--- config.mk ---
export PLATFORM = sky130hd
export DESIGN_NAME = json_subset_stream_parser_flat
export DESIGN_NICKNAME = d
export VERILOG_FILES = /design/src/hw/rtl/jssp_pkg.sv /design/src/hw/rtl/jssp_in_if.sv /design/src/hw/rtl/jssp_out_if.sv /design/src/hw/rtl/json_subset_stream_parser.sv /design/src/hw/rtl/jssp_step.sv /design/src/flat_wrapper.sv
export SDC_FILE = /design/constraint.sdc
export NUM_CORES = 1
export LEC_CHECK = 0
export ABC_AREA = 1
export BUFFER_PORTS_ARGS = -buffer_cell sky130_fd_sc_hd__buf_2
export CORE_UTILIZATION = 50
export DETAILED_ROUTE_END_ITERATION = 8
export PLACE_DENSITY = 0.79
export RECOVER_POWER = 50
export SYNTH_ARGS = -nofsm -noshare
export SYNTH_HDL_FRONTEND = slang
export SYNTH_SLANG_ARGS = --single-unit
--- constraint.sdc ---
create_clock -name clk -period 1.8 [get_ports clk]
set_input_delay 0.09 -clock clk [delete_from_list [all_inputs] [get_ports clk]]
set_output_delay 0.09 -clock clk [all_outputs]
set_load 0.01 [all_outputs]
--- src/hw/rtl/jssp_pkg.sv ---
// ----------------------------------------------------------------------------
// jssp_pkg
// Shared types, codes and constants of the JSON-subset stream parser.
// ----------------------------------------------------------------------------
package jssp_pkg;

  localparam int JSSP_MAX_DEPTH = 16;
  localparam int NEST_W         = 5;

  localparam logic [7:0] CH_TAB    = 8'h09;
  localparam logic [7:0] CH_LF     = 8'h0A;
  localparam logic [7:0] CH_CR     = 8'h0D;
  localparam logic [7:0] CH_SPACE  = 8'h20;
  localparam logic [7:0] CH_LBRACE = 8'h7B;
  localparam logic [7:0] CH_RBRACE = 8'h7D;
  localparam logic [7:0] CH_QUOTE  = 8'h22;
  localparam logic [7:0] CH_COLON  = 8'h3A;
  localparam logic [7:0] CH_LBRACK = 8'h5B;
  localparam logic [7:0] CH_RBRACK = 8'h5D;
  localparam logic [7:0] CH_COMMA  = 8'h2C;

  typedef enum logic [9:0] {
    ST_START      = 10'b00_0000_0001,
    ST_KEY_OR_END = 10'b00_0000_0010,
    ST_IN_KEY     = 10'b00_0000_0100,
    ST_COLON      = 10'b00_0000_1000,
    ST_VALUE      = 10'b00_0001_0000,
    ST_ITEM_START = 10'b00_0010_0000,
    ST_IN_STRING  = 10'b00_0100_0000,
    ST_LIST_NEXT  = 10'b00_1000_0000,
    ST_OBJ_NEXT   = 10'b01_0000_0000,
    ST_DONE       = 10'b10_0000_0000
  } pstate_t;

  typedef enum logic [3:0] {
    EV_SKIP       = 4'd0,
    EV_OBJ_OPEN   = 4'd1,
    EV_OBJ_CLOSE  = 4'd2,
    EV_KEY_START  = 4'd3,
    EV_KEY_BYTE   = 4'd4,
    EV_KEY_END    = 4'd5,
    EV_COLON      = 4'd6,
    EV_VAL_START  = 4'd7,
    EV_VAL_BYTE   = 4'd8,
    EV_VAL_END    = 4'd9,
    EV_LIST_OPEN  = 4'd10,
    EV_ITEM_START = 4'd11,
    EV_ITEM_BYTE  = 4'd12,
    EV_ITEM_END   = 4'd13,
    EV_LIST_CLOSE = 4'd14,
    EV_COMMA      = 4'd15
  } event_t;

  typedef enum logic [1:0] {
    ERR_NONE       = 2'd0,
    ERR_FORMAT     = 2'd1,
    ERR_TOO_DEEP   = 2'd2,
    ERR_INCOMPLETE = 2'd3
  } err_t;

  // Parser control state besides the depth counter.
  typedef struct packed {
    pstate_t pst;
    logic    in_list;
    err_t    err;
  } ctl_t;

  // Per-byte result produced by the step logic.
  typedef struct packed {
    event_t            ev;
    logic [NEST_W-1:0] nest_depth;
    err_t              err;
    logic              ok;
  } res_t;

endpackage

--- src/hw/rtl/jssp_in_if.sv ---
// ----------------------------------------------------------------------------
// jssp_in_if
// Byte request channel: valid/ready handshake with document byte payload.
// ----------------------------------------------------------------------------
interface jssp_in_if;
  logic       valid;
  logic       ready;
  logic [7:0] data_byte;
  logic       last_byte;

  modport source (output valid, output data_byte, output last_byte, input ready);
  modport sink   (input valid, input data_byte, input last_byte, output ready);
endinterface

--- src/hw/rtl/jssp_out_if.sv ---
// ----------------------------------------------------------------------------
// jssp_out_if
// Result channel: valid/ready handshake with token event payload.
// ----------------------------------------------------------------------------
interface jssp_out_if;
  logic       valid;
  logic       ready;
  logic [3:0] event_res;
  logic [7:0] byte_out;
  logic [4:0] nest_depth;
  logic [1:0] error_code;
  logic       doc_end;
  logic       doc_ok;

  modport source (output valid, output event_res, output byte_out, output nest_depth,
                  output error_code, output doc_end, output doc_ok, input ready);
  modport sink   (input valid, input event_res, input byte_out, input nest_depth,
                  input error_code, input doc_end, input doc_ok, output ready);
endinterface

--- src/hw/rtl/json_subset_stream_parser.sv ---
// ----------------------------------------------------------------------------
// json_subset_stream_parser
// Byte-serial tokenizer and validator for a small JSON subset.
// ----------------------------------------------------------------------------
// The parser takes one document byte per request on din and returns exactly
// one result per byte on dout: the token event, the byte itself, the object
// nesting depth below the root and the sticky error code. The parse state
// register and the result register are the only stages, so a new byte is
// accepted every cycle as long as dout is taken or empty. The result is valid
// in the cycle after the byte is accepted. The result for the byte flagged
// last_byte carries doc_end, doc_ok when the document closed with no error,
// or error code "incomplete" when it had no error but did not close; the
// parser then resets itself for the next document. Whitespace is dropped
// everywhere, including inside strings, and an error freezes the parse until
// the end of the document. MAX_DEPTH bounds nested objects; an opening brace
// beyond it reports "nesting too deep".
module json_subset_stream_parser import jssp_pkg::*; #(
  parameter int MAX_DEPTH = JSSP_MAX_DEPTH
) (
  input logic        clk,
  input logic        rst,
  jssp_in_if.sink    din,
  jssp_out_if.source dout
);

  localparam int DEPTH_W = $clog2(MAX_DEPTH + 1);

  // parser state
  ctl_t               ctl;
  logic [DEPTH_W-1:0] depth;
  ctl_t               ctl_next;
  logic [DEPTH_W-1:0] depth_next;
  res_t               res;

  // result register
  logic       out_valid;
  res_t       out_res;
  logic [7:0] out_byte;
  logic       out_last;

  logic accept;

  // Take a new request whenever the result register is empty or being drained.
  assign din.ready = !out_valid || dout.ready;
  assign accept    = din.valid && din.ready;

  jssp_step #(
    .MAX_DEPTH (MAX_DEPTH)
  ) u_step (
    .data_byte  (din.data_byte),
    .last_byte  (din.last_byte),
    .ctl        (ctl),
    .depth      (depth),
    .ctl_next   (ctl_next),
    .depth_next (depth_next),
    .res        (res)
  );

  // Advance the parser only on accepted bytes.
  always_ff @(posedge clk) begin
    if (rst) begin
      ctl.pst     <= ST_START;
      ctl.in_list <= 1'b0;
      ctl.err     <= ERR_NONE;
      depth       <= '0;
    end else if (accept) begin
      ctl   <= ctl_next;
      depth <= depth_next;
    end
  end

  always_ff @(posedge clk) begin
    if (rst) begin
      out_valid <= 1'b0;
    end else if (accept) begin
      out_valid <= 1'b1;
    end else if (dout.ready) begin
      out_valid <= 1'b0;
    end
  end

  // Payload: load on accept, hold otherwise.
  always_ff @(posedge clk) begin
    if (accept) begin
      out_res  <= res;
      out_byte <= din.data_byte;
      out_last <= din.last_byte;
    end
  end

  assign dout.valid      = out_valid;
  assign dout.event_res  = out_res.ev;
  assign dout.byte_out   = out_byte;
  assign dout.nest_depth = out_res.nest_depth;
  assign dout.error_code = out_res.err;
  assign dout.doc_end    = out_last;
  assign dout.doc_ok     = out_res.ok;

  // Depth never passes the configured limit.
  a_depth_bound: assert property (@(posedge clk) disable iff (rst)
    depth <= DEPTH_W'(MAX_DEPTH))
    else $error("nesting depth above limit");

  // A clean document report implies end of document and no error.
  a_ok_clean: assert property (@(posedge clk) disable iff (rst)
    (out_valid && out_res.ok) |-> (out_last && out_res.err == ERR_NONE))
    else $error("doc_ok with error or not at end");

  // Incomplete is only reported on the last byte.
  a_incomplete_last: assert property (@(posedge clk) disable iff (rst)
    (out_valid && out_res.err == ERR_INCOMPLETE) |-> out_last)
    else $error("incomplete reported before end of document");

  // The last byte returns the parser to its start state.
  a_reset_on_last: assert property (@(posedge clk) disable iff (rst)
    (accept && din.last_byte) |=>
      (ctl.pst == ST_START && depth == '0 && ctl.err == ERR_NONE && !ctl.in_list))
    else $error("parser not restarted after last byte");

  // After an error the parse state is frozen until the document ends.
  a_error_freeze: assert property (@(posedge clk) disable iff (rst)
    (accept && ctl.err != ERR_NONE && !din.last_byte) |=>
      ($stable(ctl) && $stable(depth)))
    else $error("parser state moved after an error");

  // A result waiting on a stalled sink is not overwritten.
  a_hold_result: assert property (@(posedge clk) disable iff (rst)
    (out_valid && !dout.ready) |=> (out_valid && $stable(out_res) && $stable(out_byte)))
    else $error("stalled result changed");

endmodule

--- src/hw/rtl/jssp_step.sv ---
// ----------------------------------------------------------------------------
// jssp_step
// Combinational parse step: next state, token event and status for one byte.
// ----------------------------------------------------------------------------
module jssp_step import jssp_pkg::*; #(
  parameter  int MAX_DEPTH = JSSP_MAX_DEPTH,
  localparam int DEPTH_W   = $clog2(MAX_DEPTH + 1)
) (
  input  logic [7:0]         data_byte,
  input  logic               last_byte,
  input  ctl_t               ctl,
  input  logic [DEPTH_W-1:0] depth,
  output ctl_t               ctl_next,
  output logic [DEPTH_W-1:0] depth_next,
  output res_t               res
);

  localparam logic [DEPTH_W-1:0] DepthLimit = DEPTH_W'(MAX_DEPTH);

  ctl_t               adv;
  logic [DEPTH_W-1:0] adv_depth;
  event_t             ev;
  logic               bad;
  logic               ws;
  logic               done_ok;

  assign ws = (data_byte == CH_TAB) || (data_byte == CH_LF) ||
              (data_byte == CH_CR)  || (data_byte == CH_SPACE);

  always_comb begin
    adv       = ctl;
    adv_depth = depth;
    ev        = EV_SKIP;
    bad       = 1'b0;
    if (ctl.err == ERR_NONE && !ws) begin
      bad = 1'b1;
      case (ctl.pst)
        ST_START: begin
          if (data_byte == CH_LBRACE) begin
            adv.pst = ST_KEY_OR_END; ev = EV_OBJ_OPEN; bad = 1'b0;
          end
        end
        ST_KEY_OR_END, ST_OBJ_NEXT: begin
          if (data_byte == CH_QUOTE && ctl.pst == ST_KEY_OR_END) begin
            adv.pst = ST_IN_KEY; ev = EV_KEY_START; bad = 1'b0;
          end else if (data_byte == CH_COMMA && ctl.pst == ST_OBJ_NEXT) begin
            adv.pst = ST_KEY_OR_END; ev = EV_COMMA; bad = 1'b0;
          end else if (data_byte == CH_RBRACE) begin
            // close one level, or finish the document at the root
            ev  = EV_OBJ_CLOSE;
            bad = 1'b0;
            if (depth == '0) begin
              adv.pst = ST_DONE;
            end else begin
              adv.pst   = ST_OBJ_NEXT;
              adv_depth = depth - 1'b1;
            end
          end
        end
        ST_IN_KEY: begin
          bad = 1'b0;
          if (data_byte == CH_QUOTE) begin
            adv.pst = ST_COLON; ev = EV_KEY_END;
          end else begin
            ev = EV_KEY_BYTE;
          end
        end
        ST_COLON: begin
          if (data_byte == CH_COLON) begin
            adv.pst = ST_VALUE; ev = EV_COLON; bad = 1'b0;
          end
        end
        ST_VALUE: begin
          if (data_byte == CH_QUOTE) begin
            adv.in_list = 1'b0; adv.pst = ST_IN_STRING; ev = EV_VAL_START; bad = 1'b0;
          end else if (data_byte == CH_LBRACK) begin
            adv.in_list = 1'b1; adv.pst = ST_ITEM_START; ev = EV_LIST_OPEN; bad = 1'b0;
          end else if (data_byte == CH_LBRACE) begin
            bad = 1'b0;
            if (depth >= DepthLimit) begin
              adv.err = ERR_TOO_DEEP;
            end else begin
              adv_depth = depth + 1'b1;
              adv.pst   = ST_KEY_OR_END;
              ev        = EV_OBJ_OPEN;
            end
          end
        end
        ST_ITEM_START: begin
          if (data_byte == CH_QUOTE) begin
            adv.pst = ST_IN_STRING; ev = EV_ITEM_START; bad = 1'b0;
          end
        end
        ST_IN_STRING: begin
          bad = 1'b0;
          if (data_byte == CH_QUOTE) begin
            adv.pst = ctl.in_list ? ST_LIST_NEXT : ST_OBJ_NEXT;
            ev      = ctl.in_list ? EV_ITEM_END : EV_VAL_END;
          end else begin
            ev = ctl.in_list ? EV_ITEM_BYTE : EV_VAL_BYTE;
          end
        end
        ST_LIST_NEXT: begin
          if (data_byte == CH_COMMA) begin
            adv.pst = ST_ITEM_START; ev = EV_COMMA; bad = 1'b0;
          end else if (data_byte == CH_RBRACK) begin
            adv.in_list = 1'b0; adv.pst = ST_OBJ_NEXT; ev = EV_LIST_CLOSE; bad = 1'b0;
          end
        end
        default: begin
          bad = 1'b1;
        end
      endcase
      if (bad) begin
        adv       = ctl;
        adv_depth = depth;
        adv.err   = ERR_FORMAT;
        ev        = EV_SKIP;
      end
    end
  end

  assign done_ok = (adv.err == ERR_NONE) && (adv.pst == ST_DONE);

  always_comb begin
    res.ev         = ev;
    res.nest_depth = NEST_W'(adv_depth);
    res.err        = adv.err;
    res.ok         = last_byte && done_ok;
    if (last_byte && adv.err == ERR_NONE && !done_ok) begin
      res.err = ERR_INCOMPLETE;
    end
    // the last byte returns the parser to its start state
    if (last_byte) begin
      ctl_next.pst     = ST_START;
      ctl_next.in_list = 1'b0;
      ctl_next.err     = ERR_NONE;
      depth_next       = '0;
    end else begin
      ctl_next   = adv;
      depth_next = adv_depth;
    end
  end

endmodule
--- src/flat_wrapper.sv ---
// flat-port wrapper written by rule: the top's interface ports become plain ports
module json_subset_stream_parser_flat import jssp_pkg::*;
#(
  parameter int MAX_DEPTH = JSSP_MAX_DEPTH
)
  (clk, rst, din_valid, din_data_byte, din_last_byte, din_ready, dout_valid, dout_event_res, dout_byte_out, dout_nest_depth, dout_error_code, dout_doc_end, dout_doc_ok, dout_ready);
  jssp_in_if din_i ();
  jssp_out_if dout_i ();
  input logic clk;
  input logic rst;
  input wire logic [$bits(din_i.valid)-1:0] din_valid;
  input wire logic [$bits(din_i.data_byte)-1:0] din_data_byte;
  input wire logic [$bits(din_i.last_byte)-1:0] din_last_byte;
  output wire logic [$bits(din_i.ready)-1:0] din_ready;
  output wire logic [$bits(dout_i.valid)-1:0] dout_valid;
  output wire logic [$bits(dout_i.event_res)-1:0] dout_event_res;
  output wire logic [$bits(dout_i.byte_out)-1:0] dout_byte_out;
  output wire logic [$bits(dout_i.nest_depth)-1:0] dout_nest_depth;
  output wire logic [$bits(dout_i.error_code)-1:0] dout_error_code;
  output wire logic [$bits(dout_i.doc_end)-1:0] dout_doc_end;
  output wire logic [$bits(dout_i.doc_ok)-1:0] dout_doc_ok;
  input wire logic [$bits(dout_i.ready)-1:0] dout_ready;
  assign din_i.valid = din_valid;
  assign din_i.data_byte = din_data_byte;
  assign din_i.last_byte = din_last_byte;
  assign din_ready = din_i.ready;
  assign dout_valid = dout_i.valid;
  assign dout_event_res = dout_i.event_res;
  assign dout_byte_out = dout_i.byte_out;
  assign dout_nest_depth = dout_i.nest_depth;
  assign dout_error_code = dout_i.error_code;
  assign dout_doc_end = dout_i.doc_end;
  assign dout_doc_ok = dout_i.doc_ok;
  assign dout_i.ready = dout_ready;
  json_subset_stream_parser #(.MAX_DEPTH(MAX_DEPTH)) u_core (.clk(clk), .rst(rst), .din(din_i), .dout(dout_i));
endmodule
==> qor_table.md, run 1 <==
| Stage | Item | This run |
|---|---|---|
| timing | Final worst-path setup slack | -0.399 ns |
| timing | Setup TNS | -6.59 ns |
| layout | Number of diodes added for antenna fixing | 0 |
| synthesis | Post-synthesis instance area | 3360 um^2 |
| timing | Final count of pins violating max slew | 0 |
| clock tree | H-tree depth reported by CTS | 2 |
| power | Sequential cell fraction of total power | 47.0% |
| layout | Commonest cells after routing, fill and taps aside | sky130_fd_sc_hd__nand2_1, sky130_fd_sc_hd__buf_4, sky130_fd_sc_hd__nor2_1 |
| worst setup path | Worst-case register-to-register setup slack | -0.40 ns |
| synthesis | Number of standard cells after synthesis | 516 |
| worst setup path | Family with the most delay on the worst path | simple AND/OR/NAND/NOR gates |
| placement | Post-detailed-placement half-perimeter wirelength | 8.74 mm |
| global routing | Antenna violations before repair | 0 |
| floorplanning | Die Span X | 84.0 um |
| worst hold path | Hold Path Cell Cnt | 1 |
| timing | Shortest clock period the worst path allows after layout | 2.20 ns |
| worst setup path | CP Cell Sequence | nor2_4 > nand2_4 > inv_8 > nand3_4 > nand3_4 > nor2_8 > nand2_8 > nand3_4 > buf_12 > nor2_4 > nand2_1 > o21a_2 |
| worst setup path | Cell with the largest stage delay on the worst path | sky130_fd_sc_hd__dfxtp_2 |
| synthesis | Share of the synthesized area in compound gates (AO/OA/AOI/OAI) | 15.1% |
| global routing | Gr ovfl total | 0 |
| timing | Worst setup skew after layout | 0.00808 ns |
| worst setup path | Critical path data required time | 1.86 ns |
| global routing | Number of global-route vias before repair | 3830 |
| worst setup path | Worst Setup Start Kind | flip-flop |
| synthesis | Number of synthesized register bits | 40 |
| synthesis | Share of async-settable or async-resettable flops after synthesis | 0% |
| detailed routing | Antenna-violating nets left | 0 |
| clock tree | Number of buffers created by CTS | 5 |
| synthesis | Yosys top cell area share | 18.7% |
| detailed routing | Count of TritonRoute iterations in the first routing pass | 8 |
| detailed routing | Drt total wl | 12.0 mm |
| floorplanning | Vertical extent of the die | 84.0 um |
| timing | Final Hold Violating Endpoints | 0 |
| status | Result of the run | finished, violations left |
| floorplanning | Die Footprint | 7060 um^2 |
| timing | Worst slew slack as a fraction of its limit | 65.6% |
| synthesis | Adder-cell area share of the yosys netlist | 1.12% |
| placement | Placement-stage cell area | 4410 um^2 |
| detailed routing | Violation count after the first detailed-routing iteration | 360 |
| synthesis | Synthesized netlist net count | 532 |
| synthesis | Main combinational cell family by area after synthesis | simple AND/OR/NAND/NOR gates |
| layout | Proportion of layout cells with a drive suffix above 1 | 39.3% |
| run | Max Cap Violations | 0 |
| timing | Maximum clock frequency | 455 MHz |
| power | Total power divided by cell area | 435 nW/um^2 |
| clock tree | Insertion delay to the later sink of the worst-skew pair | 0.30 ns |
| synthesis | Syn avg cell area | 6.52 um^2 |
| power | Cell Int Power | 1.50 mW |
| synthesis | Most frequently used flop master after synthesis | sky130_fd_sc_hd__edfxtp_1 |
| power | Total chip power | 2.17 mW |
| worst setup path | Launching point of the worst reg2reg path | u_core.ctl[9] |
| detailed routing | Via density | 5.57 |
| synthesis | Number of enable flip-flop cells after synthesis | 21 |
| timing | Slew at the pin closest to its max-slew limit | 0.516 ns |
| placement | Cell count after placement | 722 |
| floorplanning | Cell row count | 29 |
| timing | Fin crit share | 122% |
| worst setup path | Maximum fanout count along the critical path | 7 |
| power | Worst-case vdd ir drop | 0.000489 V |
| synthesis | Mux share of post-synthesis cell area | 0% |
| status | Failing checks | DRC, setup timing |
| worst setup path | Critical Path Sink Type | flip-flop |
| synthesis | Post-synth top area cell | sky130_fd_sc_hd__edfxtp_1 |
| layout | Number of nets in the layout | 681 |
| floorplanning | Starting Density | 52.4% |
| layout | Most common library cell in the layout ignoring fill and taps | sky130_fd_sc_hd__nand2_1 |
| timing | Setup repair after global routing missed its margin | yes |
| detailed routing | Post-route DRC violation count | 7 |
| synthesis | Dominant cells by area after synthesis | sky130_fd_sc_hd__edfxtp_1, sky130_fd_sc_hd__nand2_1, sky130_fd_sc_hd__dfxtp_1, sky130_fd_sc_hd__nor2_1, sky130_fd_sc_hd__nand3_1 |
| clock tree | Number of buffers on the longest clock path | 2 |
| global routing | Largest net degree at the start of global routing | 21 |
| power | Combinational fraction of design power | 24.2% |
| synthesis | Post-synthesis share of cell area spent on and, or, nand and nor gates | 43.0% |
| power | Clk network pwr share | 28.8% |
| power | Leak Pwr | 2.34 nW |
| clock tree | Library cell used as clock root buffer | sky130_fd_sc_hd__clkbuf_8 |
| worst hold path | Path category of the worst min-delay check | input pin to flip-flop |
| layout | Summed area of non-filler cells in the final layout | 5000 um^2 |
| detailed routing | DR WL/cell | 16.2 um |
| global routing | Aggregate global-route resource usage | 33.9% |
| synthesis | Sequential element share of the synthesized area | 30.1% |
| layout | Number of standard cells in the layout, taps in and fillers out | 743 |
| floorplanning | Area inside the core boundary | 6420 um^2 |
| clock tree | TritonCTS clock tree | built |
| global routing | First-pass GRT wire length | 18.7 mm |
| worst setup path | Cells on worst reg2reg path | 12 |
| power | Switching fraction of total power | 31.0% |
| layout | Area grow syn2layout | 48.6% |
| timing | Minimum hold slack | 0.0686 ns |
| timing | Number of setup violations in the final report | 30 |
| placement | Quantity of I/O buffers inserted on ports | 35 |
| worst setup path | Arrival time worst endpoint | 2.26 ns |
| detailed routing | Via total after detailed routing | 4136 |
| worst setup path | Critical path class | flip-flop to flip-flop |
| synthesis | Distinct cell type count of the synthesized netlist | 43 |
| worst setup path | Endpoint of the worst register-to-register path | u_core.dout.nest_depth[1] |
| floorplanning | Number of top-level pins | 36 |
| placement | Last weighted congestion value of the routability-driven placer | 1.07 |
| synthesis | Xor and xnor area share after synthesis | 1.04% |
| worst hold path | End point of the most critical hold path | u_core.dout.byte_out[6] |
| clock tree | Clock-pin slew on the worst setup and hold paths | 0.08 ns |
| worst setup path | Crit-path most repeated cell | sky130_fd_sc_hd__nand3_4 |
| clock tree | Clk sinks | 40 |
| worst setup path | Biggest cell delay along the critical path | 0.34 ns |
| worst setup path | Buf/Inv on CP | 2 |
| synthesis | Count of synthesis-stage warnings from yosys | 0 |
| power | Psw | 0.673 mW |
| worst hold path | Launch point of the worst hold path | din_data_byte[6] |
## metrics by stage
step | utilization (%) | setup WS (ns)
after floorplan | - | -0.143
after global placement | 68.7 | -0.448
after detailed placement | 68.7 | -0.416
after CTS | 74.8 | -0.344
after global routing | 77.8 | -0.542
final | 77.8 | -0.399
## flip-flops by register name, indices dropped and copies added (netlist names)
signal,flops
u_core.ctl,13
u_core.dout.event_res,4
u_core.dout.valid,1
u_core.dout.nest_depth,5
u_core.dout.doc_ok,1
u_core.depth,5
u_core.dout.doc_end,1
u_core.dout.error_code,2
u_core.dout.byte_out,8
## worst register-to-register path, cell delays in order (launching register included)
cell                      delay (ns)
sky130_fd_sc_hd__dfxtp_2        0.34
sky130_fd_sc_hd__nor2_4         0.26
sky130_fd_sc_hd__nand2_4        0.17
sky130_fd_sc_hd__inv_8          0.12
sky130_fd_sc_hd__nand3_4        0.10
sky130_fd_sc_hd__nand3_4        0.12
sky130_fd_sc_hd__nor2_8         0.06
sky130_fd_sc_hd__nand2_8        0.10
sky130_fd_sc_hd__nand3_4        0.11
sky130_fd_sc_hd__buf_12         0.14
sky130_fd_sc_hd__nor2_4         0.13
sky130_fd_sc_hd__nand2_1        0.09
sky130_fd_sc_hd__o21a_2         0.23
## how the worst max path moves through the flow
stage                               from  cells past startpoint  slack (ns)                   endpoint
final                      u_core.ctl[9]                     12       -0.40  u_core.dout.nest_depth[1]
after global routing       u_core.ctl[9]                     16       -0.54  u_core.dout.error_code[1]
after CTS                 u_core.ctl[10]                     17       -0.34  u_core.dout.error_code[0]
after detailed placement   u_core.ctl[6]                     15       -0.42  u_core.dout.error_code[1]
after global placement     u_core.ctl[6]                     15       -0.45  u_core.dout.error_code[1]
after floorplan            u_core.ctl[4]                     15       -0.14  u_core.dout.error_code[0]
## routing by layer
layer / part of all wire [%] / global-route usage, % / wire length, um
met1: 42 / 44.8 / 5040
met2: 47 / 55.4 / 5620
met3: 7.0 / 4.75 / 839
met4: 4.3 / 14.1 / 512
met5: 0 / 0 / 0
## cells in the mapped netlist, types with 2 or more instances
library cell / count
sky130_fd_sc_hd__a211oi_1: 2
sky130_fd_sc_hd__nand2_2: 9
sky130_fd_sc_hd__buf_6: 2
sky130_fd_sc_hd__o21ai_2: 2
sky130_fd_sc_hd__nand3_2: 4
sky130_fd_sc_hd__nand2_4: 3
sky130_fd_sc_hd__a2bb2oi_1: 2
sky130_fd_sc_hd__clkbuf_1: 8
sky130_fd_sc_hd__buf_2: 4
sky130_fd_sc_hd__ha_1: 3
sky130_fd_sc_hd__clkinv_1: 2
sky130_fd_sc_hd__a21oi_1: 28
sky130_fd_sc_hd__nor2_4: 6
sky130_fd_sc_hd__nand4_1: 7
sky130_fd_sc_hd__nand3_1: 44
sky130_fd_sc_hd__a41oi_1: 4
sky130_fd_sc_hd__nor2_1: 73
sky130_fd_sc_hd__nor3_1: 8
sky130_fd_sc_hd__dfxtp_1: 19
sky130_fd_sc_hd__nor2_2: 6
sky130_fd_sc_hd__nand2_1: 140
sky130_fd_sc_hd__nand3_4: 2
sky130_fd_sc_hd__a21oi_2: 2
sky130_fd_sc_hd__o211ai_1: 9
sky130_fd_sc_hd__inv_1: 56
sky130_fd_sc_hd__o21ai_1: 3
sky130_fd_sc_hd__nor2_8: 2
sky130_fd_sc_hd__xor2_1: 4
sky130_fd_sc_hd__edfxtp_1: 21
sky130_fd_sc_hd__inv_2: 5
sky130_fd_sc_hd__o21ai_0: 24
## power by group through the flow
stage	clock, mW	sequential, mW	combinational [mW]
CTS	0.630	1.02	0.486
global placement	0	1.04	0.445
finish	0.625	1.02	0.526
detailed placement	0	1.04	0.452
global route	0.659	1.02	0.570
floorplan	0	1.06	0.238
## layout make-up
cell class / count / area [um^2]
clock buffer: 7 / 76.3
multi-input combinational: 397 / 2380
inverter: 64 / 250
fill: 507 / 1420
tap: 77 / 96.3
clock inverter: 1 / 8.76
sequential: 40 / 1030
timing repair buffer: 157 / 1160
## kinds of logic (layout without fill, tap and decap cells)
kind of cell | after synthesis | in the layout
AOI/OAI and AO/OA | 83 | 83
xor gates and xnor gates | 4 | 4
adders and majority gates | 3 | 3
buffers and inverters | 79 | 229
DFF | 40 | 40
and+or+nand+nor | 307 | 307
## timing repair
action	in CTS	in global routing
resized for setup	73	48
hold buffers	3	0
setup buffers	6	4
setup endpoints to repair	30	30
hold endpoints to repair	3	0
pin swaps	34	25
Note: power is estimated with default switching activity, not from simulation.
==> inputs of run 2 (changes only) <==
--- a/config.mk
+++ b/config.mk
@@ -9,6 +9,7 @@
 export BUFFER_PORTS_ARGS = -buffer_cell sky130_fd_sc_hd__buf_2
 export CORE_UTILIZATION = 50
 export DETAILED_ROUTE_END_ITERATION = 8
+export GPL_TIMING_DRIVEN = 0
 export PLACE_DENSITY = 0.79
 export RECOVER_POWER = 50
 export SYNTH_ARGS = -nofsm -noshare
==> run 2 against run 1 <==
Against the previous run: the run still ends with DRC, setup timing left; register-to-register slack worse by 0.02 ns; global-route usage down 4.3 points; final cell count down 8.6%; wire length down 4.9%; clock power up 17%; critical path depth up 4; combinational power down 6.1%; final area down 8.8%; fmax down 0.74%; clock skew up 0.0061 ns; via count down 4.2%.
==> qor_table.md, run 2 (synthesis results as in run 1) <==
| Stage | Item | This run |
|---|---|---|
| timing | Setup TNS | -6.37 ns |
| worst setup path | Worst Setup Start Kind | flip-flop |
| worst setup path | Crit-path most repeated cell | sky130_fd_sc_hd__nand2_1 |
| timing | Fin crit share | 123% |
| placement | Last weighted congestion value of the routability-driven placer | 0.970 |
| layout | Most common library cell in the layout ignoring fill and taps | sky130_fd_sc_hd__nand2_1 |
| detailed routing | Drt total wl | 11.4 mm |
| global routing | Number of global-route vias before repair | 3460 |
| placement | Placement-stage cell area | 3650 um^2 |
| floorplanning | Die Span X | 84.0 um |
| floorplanning | Area inside the core boundary | 6420 um^2 |
| layout | Number of nets in the layout | 617 |
| worst hold path | Hold Path Cell Cnt | 1 |
| detailed routing | Antenna-violating nets left | 0 |
| worst setup path | Launching point of the worst reg2reg path | u_core.ctl[9] |
| worst setup path | Arrival time worst endpoint | 2.29 ns |
| timing | Maximum clock frequency | 451 MHz |
| clock tree | Library cell used as clock root buffer | sky130_fd_sc_hd__clkbuf_8 |
| clock tree | Clk sinks | 40 |
| global routing | Aggregate global-route resource usage | 29.7% |
| worst setup path | CP Cell Sequence | nor2_4 > nand2_4 > nor3_1 > nand3_1 > nand3_1 > nand2_1 > inv_1 > nand3_1 > nand2_2 > nand2_2 > nor2_2 > nand2_1 > nor2_1 > nand2_1 > nand2_1 > nand2_1 |
| timing | Number of setup violations in the final report | 29 |
| worst setup path | Cell with the largest stage delay on the worst path | sky130_fd_sc_hd__dfxtp_4 |
| power | Worst-case vdd ir drop | 0.000417 V |
| power | Total chip power | 2.24 mW |
| layout | Max reg flops | 13 |
| run | Max Cap Violations | 0 |
| layout | Proportion of layout cells with a drive suffix above 1 | 32.9% |
| placement | Worst slack after detailed placement | -0.475 ns |
| worst setup path | Buf/Inv on CP | 1 |
| timing | Worst slew slack as a fraction of its limit | 61.5% |
| detailed routing | Via total after detailed routing | 3964 |
| timing | Final Hold Violating Endpoints | 0 |
| detailed routing | DR WL/cell | 16.8 um |
| detailed routing | Via density | 5.84 |
| global routing | Antenna violations before repair | 0 |
| status | Failing checks | DRC, setup timing |
| timing | Minimum hold slack | 0.0704 ns |
| global routing | Gr ovfl total | 0 |
| timing | Shortest clock period the worst path allows after layout | 2.22 ns |
| clock tree | H-tree depth reported by CTS | 2 |
| worst setup path | Critical Path Sink Type | flip-flop |
| worst setup path | Endpoint of the worst register-to-register path | u_core.dout.error_code[0] |
| layout | Area grow syn2layout | 35.5% |
| timing | Setup repair after global routing missed its margin | yes |
| detailed routing | Count of TritonRoute iterations in the first routing pass | 9 |
| floorplanning | Number of top-level pins | 36 |
| worst hold path | End point of the most critical hold path | u_core.dout.byte_out[3] |
| layout | Number of standard cells in the layout, taps in and fillers out | 679 |
| floorplanning | Vertical extent of the die | 84.0 um |
| timing | Worst setup skew after layout | 0.0141 ns |
| worst setup path | Biggest cell delay along the critical path | 0.39 ns |
| detailed routing | Violation count after the first detailed-routing iteration | 397 |
| clock tree | TritonCTS clock tree | built |
| layout | Number of diodes added for antenna fixing | 0 |
| clock tree | Clock-pin slew on the worst setup and hold paths | 0.09 ns |
| timing | Slew at the pin closest to its max-slew limit | 0.563 ns |
| power | Total power divided by cell area | 491 nW/um^2 |
| worst setup path | Critical path data required time | 1.87 ns |
| layout | Commonest cells after routing, fill and taps aside | sky130_fd_sc_hd__nand2_1, sky130_fd_sc_hd__nor2_1, sky130_fd_sc_hd__inv_1 |
| worst setup path | Maximum fanout count along the critical path | 7 |
| worst hold path | Launch point of the worst hold path | din_data_byte[3] |
| global routing | Largest net degree at the start of global routing | 25 |
| layout | Top register by number of flip-flops | u_core.ctl |
| status | Result of the run | finished, violations left |
| placement | Post-detailed-placement half-perimeter wirelength | 7.38 mm |
| layout | Summed area of non-filler cells in the final layout | 4560 um^2 |
| worst setup path | Family with the most delay on the worst path | simple AND/OR/NAND/NOR gates |
| layout | End-of-flow core utilization | 71.0% |
| floorplanning | Die Footprint | 7060 um^2 |
| detailed routing | Post-route DRC violation count | 8 |
| clock tree | Number of buffers on the longest clock path | 2 |
| timing | Final worst-path setup slack | -0.416 ns |
| power | Leak Pwr | 1.97 nW |
| worst hold path | Path category of the worst min-delay check | input pin to flip-flop |
| worst setup path | Critical path class | flip-flop to flip-flop |
| timing | Final count of pins violating max slew | 0 |
| clock tree | Number of buffers created by CTS | 5 |
| worst setup path | Cells on worst reg2reg path | 16 |
| clock tree | Insertion delay to the later sink of the worst-skew pair | 0.31 ns |
| floorplanning | Cell row count | 29 |
| global routing | First-pass GRT wire length | 16.6 mm |
| worst setup path | Worst-case register-to-register setup slack | -0.42 ns |
| placement | Quantity of I/O buffers inserted on ports | 34 |
| floorplanning | Starting Density | 52.4% |
| placement | Cell count after placement | 627 |
## run 2: cell count changes in the layout (fill, tap and decap cells not counted), moves of 4 or more
cell	before	now
sky130_fd_sc_hd__buf_4	104	32
sky130_fd_sc_hd__nor2_4	13	19
sky130_fd_sc_hd__nor2_2	18	13
sky130_fd_sc_hd__a21oi_1	17	21
sky130_fd_sc_hd__buf_6	11	7
sky130_fd_sc_hd__clkinvlp_4	0	4
sky130_fd_sc_hd__dfxtp_4	1	5
## run 2: routing by layer
layer	up-vias	global-route usage, %	wire length, um
met5	-	0	0
met4	0	13.8	568
li1	1861	-	-
met1	1800	38.9	4520
met3	64	4.15	1010
met2	239	48.1	5320
## run 2: how the worst max path moves through the flow
stage	from	to	slack [ns]	depth (start not counted)
detailed placement	u_core.ctl[8]	u_core.dout.error_code[0]	-0.47	15
CTS	u_core.ctl[11]	u_core.dout.error_code[0]	-0.33	17
global route	u_core.ctl[6]	u_core.dout.error_code[1]	-0.57	16
floorplan	u_core.ctl[4]	u_core.dout.error_code[0]	-0.14	15
global placement	u_core.ctl[8]	u_core.dout.error_code[0]	-0.54	15
finish	u_core.ctl[9]	u_core.dout.error_code[0]	-0.42	16
## run 2: report_power, final
group          leakage (nW)  internal (mW)  switching [mW]
Clock                0.0530          0.362           0.366
Sequential            0.368          0.999          0.0185
Combinational          1.55          0.184           0.310
## run 2: what timing repair did
action                     in CTS  in global routing
buffers inserted               24                 15
hold endpoints to repair        2                  2
cloned                          1                  1
hold buffers                    2                  2
pin swaps                      26                 45
setup endpoints to repair      51                 51
gates resized for setup        67                 79
## run 2: cell type report
cell class	instances	area, um^2
Buffer	14	96.3
Clock buffer	6	93.8
Clock inverter	2	16.3
Fill cell	526	1860
Inverter	64	260
Multi-Input combinational cell	397	2410
Sequential cell	40	1040
Tap cell	77	96.3
Timing Repair Buffer	78	537
Timing Repair inverter	1	7.51
==> inputs of run 3 (changes only) <==
--- a/config.mk
+++ b/config.mk
@@ -7,11 +7,12 @@
 export LEC_CHECK = 0
 export ABC_AREA = 1
 export BUFFER_PORTS_ARGS = -buffer_cell sky130_fd_sc_hd__buf_2
-export CORE_UTILIZATION = 50
+export CORE_UTILIZATION = 45
 export DETAILED_ROUTE_END_ITERATION = 8
 export GPL_TIMING_DRIVEN = 0
-export PLACE_DENSITY = 0.79
+export PLACE_DENSITY = 0.73
 export RECOVER_POWER = 50
+export SLEW_MARGIN = 40
 export SYNTH_ARGS = -nofsm -noshare
 export SYNTH_HDL_FRONTEND = slang
 export SYNTH_SLANG_ARGS = --single-unit
==> run 3 against run 2 <==
Against the previous run: the flow finishes with violations (setup timing); combinational power is 4% lower; sequential power is essentially flat; sequential share of layout area is 0.27 points lower; clock skew fell by 0.0025 ns; wire length is 2.5% lower; critical path depth grew 1; utilization down 6.7 points; clock power down 17%; register-to-register slack worse by 0.02 ns; first-iteration DRC count decreased by 16%; sequential cell count stayed put; final area is 2.2% higher; critical path type unchanged; critical endpoint unchanged; largest cell class unchanged; largest power group unchanged; highest routed layer unchanged.
==> qor_table.md, run 3 (synthesis results as in run 1) <==
| Stage | Item | This run |
|---|---|---|
| global routing | Gr ovfl total | 0 |
| layout | Most common library cell in the layout ignoring fill and taps | sky130_fd_sc_hd__nand2_1 |
| floorplanning | Number of top-level pins | 36 |
| timing | Worst slew slack as a fraction of its limit | 59.5% |
| worst setup path | Maximum fanout count along the critical path | 7 |
| layout | Area of all sequential standard cells | 1050 um^2 |
| worst setup path | Critical path data required time | 1.85 ns |
| detailed routing | Violation count after the first detailed-routing iteration | 335 |
| placement | Quantity of I/O buffers inserted on ports | 34 |
| layout | Number of diodes added for antenna fixing | 0 |
| timing | Final worst-path setup slack | -0.435 ns |
| timing | Slew at the pin closest to its max-slew limit | 0.607 ns |
| detailed routing | Antenna-violating nets left | 0 |
| clock tree | Number of buffers on the longest clock path | 2 |
| power | Total power divided by cell area | 450 nW/um^2 |
| detailed routing | Via density | 5.40 |
| clock tree | Clock-pin slew on the worst setup and hold paths | 0.08 ns |
| status | Result of the run | finished, violations left |
| detailed routing | Drt total wl | 11.1 mm |
| global routing | Number of global-route vias before repair | 3444 |
| placement | Post-detailed-placement half-perimeter wirelength | 7.30 mm |
| power | Sequential cell fraction of total power | 48.3% |
| clock tree | Library cell used as clock root buffer | sky130_fd_sc_hd__clkbuf_8 |
| layout | Max reg flops | 13 |
| clock tree | Number of buffers created by CTS | 5 |
| worst setup path | Critical path class | flip-flop to flip-flop |
| layout | Number of nets in the layout | 622 |
| clock tree | Insertion delay to the later sink of the worst-skew pair | 0.30 ns |
| run | Max Cap Violations | 0 |
| global routing | Largest net degree at the start of global routing | 25 |
| timing | Shortest clock period the worst path allows after layout | 2.23 ns |
| timing | Fin crit share | 124% |
| power | Worst-case vdd ir drop | 0.000565 V |
| layout | Proportion of layout cells with a drive suffix above 1 | 36.1% |
| timing | Worst setup skew after layout | 0.0117 ns |
| clock tree | TritonCTS clock tree | built |
| power | Psw | 0.659 mW |
| worst setup path | Worst-case register-to-register setup slack | -0.43 ns |
| worst hold path | Path category of the worst min-delay check | input pin to flip-flop |
| detailed routing | Via total after detailed routing | 3812 |
| power | Switching fraction of total power | 31.4% |
| global routing | Antenna violations before repair | 0 |
| floorplanning | Starting Density | 46.4% |
| floorplanning | Vertical extent of the die | 88.5 um |
| detailed routing | Count of TritonRoute iterations in the first routing pass | 6 |
| timing | Final Hold Violating Endpoints | 0 |
| power | Total chip power | 2.10 mW |
| layout | Commonest cells after routing, fill and taps aside | sky130_fd_sc_hd__nand2_1, sky130_fd_sc_hd__nor2_1, sky130_fd_sc_hd__inv_1 |
| layout | Top register by number of flip-flops | u_core.ctl |
| floorplanning | Die Footprint | 7820 um^2 |
| status | Failing checks | setup timing |
| worst setup path | Worst Setup Start Kind | flip-flop |
| layout | Number of fill cells | 649 |
| layout | Area grow syn2layout | 38.5% |
| power | Clk network pwr share | 29.0% |
| clock tree | Clk sinks | 40 |
| timing | Final count of pins violating max slew | 0 |
| placement | Last weighted congestion value of the routability-driven placer | 0.951 |
| layout | Footprint of the multi-input gates | 2480 um^2 |
| clock tree | H-tree depth reported by CTS | 2 |
| worst setup path | Critical Path Sink Type | flip-flop |
| detailed routing | Post-route DRC violation count | 0 |
| power | Leak Pwr | 2.01 nW |
| timing | Number of setup violations in the final report | 29 |
| power | Combinational fraction of design power | 22.7% |
| timing | Maximum clock frequency | 447 MHz |
| worst setup path | Arrival time worst endpoint | 2.29 ns |
| global routing | Aggregate global-route resource usage | 28.3% |
| global routing | First-pass GRT wire length | 16.8 mm |
| power | Cell Int Power | 1.44 mW |
| floorplanning | Die Span X | 88.5 um |
| detailed routing | DR WL/cell | 15.8 um |
| placement | Worst slack after detailed placement | -0.533 ns |
| floorplanning | Cell row count | 31 |
| floorplanning | Area inside the core boundary | 7250 um^2 |
| timing | Setup repair after global routing missed its margin | yes |
==> run 3: cell types whose count changed in the layout (fill, tap and decap cells not counted), sizes merged <==
cell | previous run | this run
buf | 54 | 64
clkinvlp | 4 | 1
dlygate4sd3 | 4 | 1
clkbuf | 40 | 39
clkinv | 2 | 3
inv | 61 | 62
==> run 3: power groups by stage <==
stage                     clock [mW]  combinational, mW  sequential (mW)
after floorplan                    0              0.238             1.06
after global placement             0              0.362             1.04
after detailed placement           0              0.366             1.04
after CTS                      0.619              0.427             1.02
after global routing           0.658              0.517             1.02
final                          0.608              0.476             1.01
==> run 3: path summary, 6_finish.rpt <==
check                                 startpoint                         to  cells past startpoint
worst max register to register     u_core.ctl[9]  u_core.dout.error_code[0]                     17
worst min register to register     u_core.ctl[6]              u_core.ctl[6]                      2
worst min-delay path            din_data_byte[7]    u_core.dout.byte_out[7]                      1
worst max-delay path               u_core.ctl[9]  u_core.dout.error_code[0]                     17
==> run 3: layer usage <==
metal,vias to the layer above,share of wire (%),GRT usage [%]
li1,1864,-,-
met1,1721,42,37.1
met2,191,47,46.6
met5,-,0,0
met4,0,2.8,10.9
met3,36,8.2,4.66
==> run 3: what timing repair did <==
item / CTS / global route
gates resized for setup: 72 / 94
setup buffers: 27 / 24
gates cloned: 1 / 0
endpoints found under the setup margin: 30 / 30
hold endpoints to repair: 1 / 0
pin swaps: 28 / 53
hold buffers: 1 / 0
==> run 3: metrics by stage <==
| step | TNS, ns | hold WS [ns] | utilization, % | cell area, um^2 | std cells |
|---|---|---|---|---|---|
| after floorplan | -0.374 | 0.189 | - | 3380 | 516 |
| after detailed placement | -7.03 | 0.306 | 50.6 | 3670 | 649 |
| final | -5.68 | 0.0388 | 64.2 | 4660 | 706 |
| after global routing | -8.35 | 0.0572 | 64.2 | 4660 | 706 |
| after CTS | -3.90 | 0.00245 | 58.3 | 4230 | 686 |
| after global placement | -7.12 | 0.303 | 50.6 | 3670 | 649 |
==> run 3: critical path: stages (launching register included) <==
cell                      delay (ns)
sky130_fd_sc_hd__dfxtp_4        0.36
sky130_fd_sc_hd__nor2_4         0.21
sky130_fd_sc_hd__buf_4          0.15
sky130_fd_sc_hd__nand3_2        0.08
sky130_fd_sc_hd__nor2_4         0.14
sky130_fd_sc_hd__nand2_4        0.09
sky130_fd_sc_hd__nand2_4        0.09
sky130_fd_sc_hd__nor2_8         0.06
sky130_fd_sc_hd__nand3_2        0.08
sky130_fd_sc_hd__nand3_2        0.09
sky130_fd_sc_hd__nand2_2        0.12
sky130_fd_sc_hd__nand2_2        0.06
sky130_fd_sc_hd__nor2_1         0.10
sky130_fd_sc_hd__nand2_1        0.06
sky130_fd_sc_hd__nor2_1         0.10
sky130_fd_sc_hd__nand2_1        0.07
sky130_fd_sc_hd__nand2_2        0.07
sky130_fd_sc_hd__nand2_1        0.05
==> run 3: final cells by class <==
class / count / share of cell area (%)
Sequential cell: 40 / 22.5
Clock inverter: 2 / 0.242
Multi-Input combinational cell: 397 / 53.3
Clock buffer: 6 / 1.56
Inverter: 64 / 5.56
Buffer: 12 / 1.67
Tap cell: 99 / 2.66
Timing Repair Buffer: 86 / 12.5
